### src/hdl/hbt_pkg.sv
// Shared types and constants of the bucketed hash table.
`default_nettype none

package hbt_pkg;

  localparam int KEY_W       = 31;
  localparam int VAL_W       = 32;
  localparam int IN_TDATA_W  = 64;
  localparam int OUT_TDATA_W = 40;
  localparam int MOD_BITS    = 4;
  localparam int MOD_STEPS   = 8;
  localparam int MOD_CNT_W   = 3;
  localparam int KEY_PAD_W   = MOD_BITS * MOD_STEPS;

  typedef enum logic [1:0] {
    OP_INSERT,
    OP_REMOVE,
    OP_SEARCH,
    OP_LIST
  } op_t;

  typedef enum logic [1:0] {
    RES_DONE,
    RES_NOT_FOUND,
    RES_FULL,
    RES_EMPTY
  } res_status_t;

  typedef enum logic [3:0] {
    S_CLR,
    S_IDLE,
    S_MSTART,
    S_MWAIT,
    S_FILL,
    S_INS,
    S_RD,
    S_CMP,
    S_MRD,
    S_MWR,
    S_RMFIN,
    S_LRD,
    S_LOUT,
    S_RES
  } ctl_state_t;

  typedef struct packed {
    logic        in_ready;
    logic        clr_wr;
    logic        mod_start;
    logic        fill_rd;
    logic        fill_wr;
    logic        fill_dec;
    logic        idx_clr;
    logic        idx_inc;
    logic        slot_rd;
    logic        rd_next;
    logic        slot_wr;
    logic        wr_move;
    logic        hit_set;
    logic        emit;
    res_status_t res_status;
    logic        res_found;
    logic        res_value;
    logic        res_last;
  } hbt_cmd_t;

  typedef struct packed {
    logic mod_done;
    logic clr_last;
    logic fill_full;
    logic fill_zero;
    logic key_match;
    logic idx_last;
    logic mv_more;
    logic out_free;
    op_t  op;
  } hbt_stat_t;

endpackage

`default_nettype wire

### src/hdl/hbt_ctrl.sv
// Controller state machine sequencing insert, remove, search and list.
`default_nettype none

module hbt_ctrl (
  input  wire logic               clk,
  input  wire logic               rst_n,
  input  wire logic               in_tvalid,
  input  wire hbt_pkg::hbt_stat_t stat,
  output hbt_pkg::hbt_cmd_t       cmd
);
  import hbt_pkg::*;

  ctl_state_t state_r;
  ctl_state_t state_nxt;

  always_ff @(posedge clk) begin
    if (!rst_n) begin
      state_r <= S_CLR;
    end else begin
      state_r <= state_nxt;
    end
  end

  always_comb begin
    state_nxt = state_r;
    case (state_r)
      S_CLR: begin
        if (stat.clr_last) state_nxt = S_IDLE;
      end
      S_IDLE: begin
        if (in_tvalid) state_nxt = S_MSTART;
      end
      S_MSTART: state_nxt = S_MWAIT;
      S_MWAIT: begin
        if (stat.mod_done) state_nxt = S_FILL;
      end
      S_FILL: begin
        case (stat.op)
          OP_INSERT: state_nxt = S_INS;
          OP_LIST:   state_nxt = stat.fill_zero ? S_RES : S_LRD;
          default:   state_nxt = stat.fill_zero ? S_RES : S_RD;
        endcase
      end
      S_INS: begin
        if (stat.out_free) state_nxt = S_IDLE;
      end
      S_RD: state_nxt = S_CMP;
      S_CMP: begin
        if (stat.key_match) begin
          if (stat.op == OP_SEARCH) begin
            state_nxt = S_RES;
          end else begin
            state_nxt = stat.idx_last ? S_RMFIN : S_MRD;
          end
        end else begin
          state_nxt = stat.idx_last ? S_RES : S_RD;
        end
      end
      S_MRD: state_nxt = S_MWR;
      S_MWR: state_nxt = stat.mv_more ? S_MRD : S_RMFIN;
      S_RMFIN: begin
        if (stat.out_free) state_nxt = S_IDLE;
      end
      S_LRD: state_nxt = S_LOUT;
      S_LOUT: begin
        if (stat.out_free) state_nxt = stat.idx_last ? S_IDLE : S_LRD;
      end
      S_RES: begin
        if (stat.out_free) state_nxt = S_IDLE;
      end
      default: state_nxt = S_IDLE;
    endcase
  end

  always_comb begin
    cmd = '0;
    case (state_r)
      S_CLR:    cmd.clr_wr    = 1'b1;
      S_IDLE:   cmd.in_ready  = 1'b1;
      S_MSTART: cmd.mod_start = 1'b1;
      S_MWAIT:  cmd.fill_rd   = stat.mod_done;
      S_FILL:   cmd.idx_clr   = 1'b1;
      S_INS: begin
        if (stat.out_free) begin
          cmd.emit     = 1'b1;
          cmd.res_last = 1'b1;
          if (stat.fill_full) begin
            cmd.res_status = RES_FULL;
          end else begin
            cmd.res_status = RES_DONE;
            cmd.slot_wr    = 1'b1;
            cmd.fill_wr    = 1'b1;
          end
        end
      end
      S_RD: cmd.slot_rd = 1'b1;
      S_CMP: begin
        if (stat.key_match) begin
          cmd.hit_set = (stat.op == OP_SEARCH);
        end else begin
          cmd.idx_inc = !stat.idx_last;
        end
      end
      S_MRD: begin
        cmd.slot_rd = 1'b1;
        cmd.rd_next = 1'b1;
      end
      S_MWR: begin
        // shift the next entry down over the gap
        cmd.slot_wr = 1'b1;
        cmd.wr_move = 1'b1;
        cmd.idx_inc = 1'b1;
      end
      S_RMFIN: begin
        if (stat.out_free) begin
          cmd.fill_wr    = 1'b1;
          cmd.fill_dec   = 1'b1;
          cmd.emit       = 1'b1;
          cmd.res_status = RES_DONE;
          cmd.res_last   = 1'b1;
        end
      end
      S_LRD: cmd.slot_rd = 1'b1;
      S_LOUT: begin
        if (stat.out_free) begin
          cmd.emit       = 1'b1;
          cmd.res_status = RES_DONE;
          cmd.res_value  = 1'b1;
          cmd.res_last   = stat.idx_last;
          cmd.idx_inc    = !stat.idx_last;
        end
      end
      S_RES: begin
        if (stat.out_free) begin
          cmd.emit      = 1'b1;
          cmd.res_last  = 1'b1;
          cmd.res_found = (stat.op == OP_SEARCH);
          case (stat.op)
            OP_REMOVE: cmd.res_status = RES_NOT_FOUND;
            OP_LIST:   cmd.res_status = RES_EMPTY;
            default:   cmd.res_status = RES_DONE;
          endcase
        end
      end
      default: cmd = '0;
    endcase
  end

endmodule

`default_nettype wire

### config.mk
export PLATFORM = sky130hd
export DESIGN_NAME = hbt_ctrl
export DESIGN_NICKNAME = d
export VERILOG_FILES = /design/src/hdl/hbt_pkg.sv /design/src/hdl/hbt_ctrl.sv
export SDC_FILE = /design/constraint.sdc
export NUM_CORES = 1
export LEC_CHECK = 0
export BUFFER_PORTS_ARGS = -buffer_cell sky130_fd_sc_hd__clkbuf_2
export CELL_PAD_IN_SITES_DETAIL_PLACEMENT = 0
export CELL_PAD_IN_SITES_GLOBAL_PLACEMENT = 1
export CORE_ASPECT_RATIO = 1.2
export CORE_MARGIN = 10
export CORE_UTILIZATION = 34
export CTS_CLUSTER_DIAMETER = 80
export CTS_CLUSTER_SIZE = 20
export DETAILED_ROUTE_END_ITERATION = 10
export PLACE_DENSITY = 0.85
export SYNTH_ARGS = -nofsm -noshare
export SYNTH_HDL_FRONTEND = slang
export SYNTH_SLANG_ARGS = --single-unit
### constraint.sdc
create_clock -name clk -period 1.75 [get_ports clk]
set_input_delay 0.0875 -clock clk [delete_from_list [all_inputs] [get_ports clk]]
set_output_delay 0.0875 -clock clk [all_outputs]
set_load 0.01 [all_outputs]
==> summary.txt <==
Logic synthesis
  – Mean Syn Cell Area: 7.529 µm²
  – Syn_nets: 132
  – Most common flop cell mapped by yosys: dfxtp_1
  – Async SR Flop Fraction: 0%
  – Syn Inst Count: 114
  – Yosys warning count: 0
  – Post-synthesis sequential area ratio: 9.329%
  – Post-synth EDFFs: 0
  – Synth Register Bits: 4
  – Mapped Area: 858.3 µm²
  – Cell variety after synth: 42

Clocking
  – Cts bufs inserted: 3
  – Maximum root-to-sink buffer count: 2
  – H-tree Lvls: 1
  – CTS tree: done
  – Clock root cell: clkbuf_4
  – Worst-skew pair later-pin latency: 0.23 ns
  – Clk sink count: 4
  – Clock Pin Slew Worst Setup and Hold Paths: 0.04 ns
  – Hold buffers post-CTS: 0

Setup path
  – Buffers and inverters on the worst path: 1
  – CP startpoint: state_r[3]
  – CP required: 1.66 ns
  – Setup CP Type: reg2out
  – Worst-path maximum fanout: 11
  – R2R depth: 4
  – Critical path depth: 5
  – Crit-path cells: nand2b_2 -> or2_4 -> nor3_4 -> o21bai_1 -> clkbuf_2
  – RR Startpoint: state_r[2]
  – CP arrival: 1.57 ns
  – Startpoint Class: flip-flop
  – Slowest cell on crit path: dfxtp_2
  – Max incr delay on CP: 0.37 ns
  – Worst Setup End Kind: output port
  – Crit-path leading delay family: simple AND/OR/NAND/NOR gates

GRT
  – Number of antenna violations at the first check in global routing: 0
  – Global route overflow: 0
  – Vias in the first global route: 947
  – First-pass GRT wire length: 4257 µm
  – Largest net degree at the start of global routing: 18
  – All-Layer GR Usage: 10.46%

Final layout
  – Regs by FF count: state_r: 4 flops
  – Ratio of cells with drive above 1 in the final layout: 36.99%
  – Fill cells: 254
  – Most frequent cells in the layout: 31 x clkbuf_2, 14 x nor2_1, 11 x nand2_1
  – Fin nets: 166
  – Max reg flops: 4
  – Commonest non-fill, non-tap cell in the layout: clkbuf_2
  – Area Overhead vs Synth: 24.05%
  – Largest register by flop count: state_r
  – Final cell count without fillers: 177
  – Diodes inserted: 0

Detailed routing
  – Initial drt markers: 38
  – DRC: 0
  – Wire per inst: 14.18 µm
  – Routed WL: 2509 µm
  – DRT Pass-1 Iters: 4
  – Final antenna-violating net count: 0
  – Vias: 921
  – DR vias/cell: 5.203

STA
  – Max Clock Freq: 603.6 MHz
  – Worst Skew: 0.001814 ns
  – Unrepaired setup endpoints after global routing: false
  – Setup TNS: 0 ns
  – Hold Fails Final Rpt: 0
  – Final WS setup: 0.09321 ns
  – Tcrit/Tclk final: 94.67%
  – Hold Slack: 0.1406 ns
  – Final Slew Violations: 0
  – Worst slew pin tran: 0.3618 ns
  – Rel. slew slack: 75.82%
  – Finish-stage setup viols: 0
  – Minimum clock period: 1.657 ns

Die
  – Core box area: 2354 µm²
  – Chip width: 65.87 µm
  – Die Area: 4943 µm²
  – Initial core utilization: 36.47%
  – Top Ports: 32
  – Die H: 75.04 µm
  – Std cell rows: 19

Pwr
  – Leakage: 0.4997 nW
  – VDD IR max: 0.2621 mV
  – Power per Cell Area: 425.7 nW/µm²
  – Overall Power: 453.2 µW

Worst hold path
  – Hold crit path type: in2reg
  – Hold Path Stages: 3
  – Hold Crit Start: rst_n

Placement
  – Final HPWL DP: 2039 µm
  – DP Cell Count: 174
  – Pre-CTS WS: 0.1382 ns
  – Routability cong.: 0.8897
  – PortBufs: 31

Run
  – Max Cap Violations: 0

Outcome
  – Outcome: completed
==> tightest hold or removal path, stage by stage <==
cell	delay, ns
clkbuf_2	0.09
nand2_1	0.08
o32ai_2	0.07
==> routing by layer <==
layer,part of all wire (%),up-vias,global-route usage [%],wire length [µm]
met5,0,-,0,0
met3,9.5,0,3.264,238
met4,0,0,4.048,0
li1,-,473,-,-
met1,41,419,12.03,1032
met2,49,29,17.63,1238
==> area by class of cell <==
cell class                 count  area [µm²]  share of cell area, %
clock buffer                   3       22.52                  2.115
tap                           31       38.79                  3.643
multi-input combinational     97       700.7                  65.81
inverter                       5       18.77                  1.763
sequential                     4       83.83                  7.873
timing repair buffer          37       200.2                  18.80
==> path summary, 6_finish.rpt <==
kind	endpoint	slack [ns]
max	cmd[11]	0.09
min	state_r[1]	0.14
max reg2reg	state_r[1]	0.23
min reg2reg	state_r[3]	0.72
==> cell usage after synthesis, types with 3 or more instances <==
cell type	count	area, µm²
buf_2	4	20.02
o21bai_1	3	22.52
nor2_1	14	52.55
o21ai_0	3	15.01
nand2_1	11	41.29
ha_1	5	62.56
mux2i_1	3	30.03
inv_1	4	15.01
dfxtp_1	4	80.08
a21oi_1	9	45.04
nand2b_1	9	56.30
buf_6	3	33.78
==> stage by stage <==
step / util [%] / instance area, µm²
final: 45.24 / 1065
after floorplan: - / 858.3
after CTS: 44.98 / 1059
after detailed placement: 44.02 / 1036
after global placement: 44.02 / 1036
after global routing: 45.24 / 1065
==> repair_timing <==
action	in CTS	in global routing
gates resized for setup	0	4
buffers inserted	0	0
setup endpoints to repair	0	4
==> report_power, final <==
group / internal (mW) / total (mW) / switching [mW]
logic: 0.0973 / 0.228 / 0.131
clock network: 0.0766 / 0.113 / 0.0362
registers: 0.0991 / 0.112 / 0.0129
==> cell families after synthesis <==
kind of cell,count (synthesis),synth area share (%)
and+or+nand+nor,52,32.65
muxes,5,6.122
DFF,4,9.330
adders and majority gates,5,7.289
AOI/OAI and AO/OA,34,34.26
xor gates and xnor gates,1,1.021
buffers and inverters,13,9.329
Power figures use the tool's default switching activity.
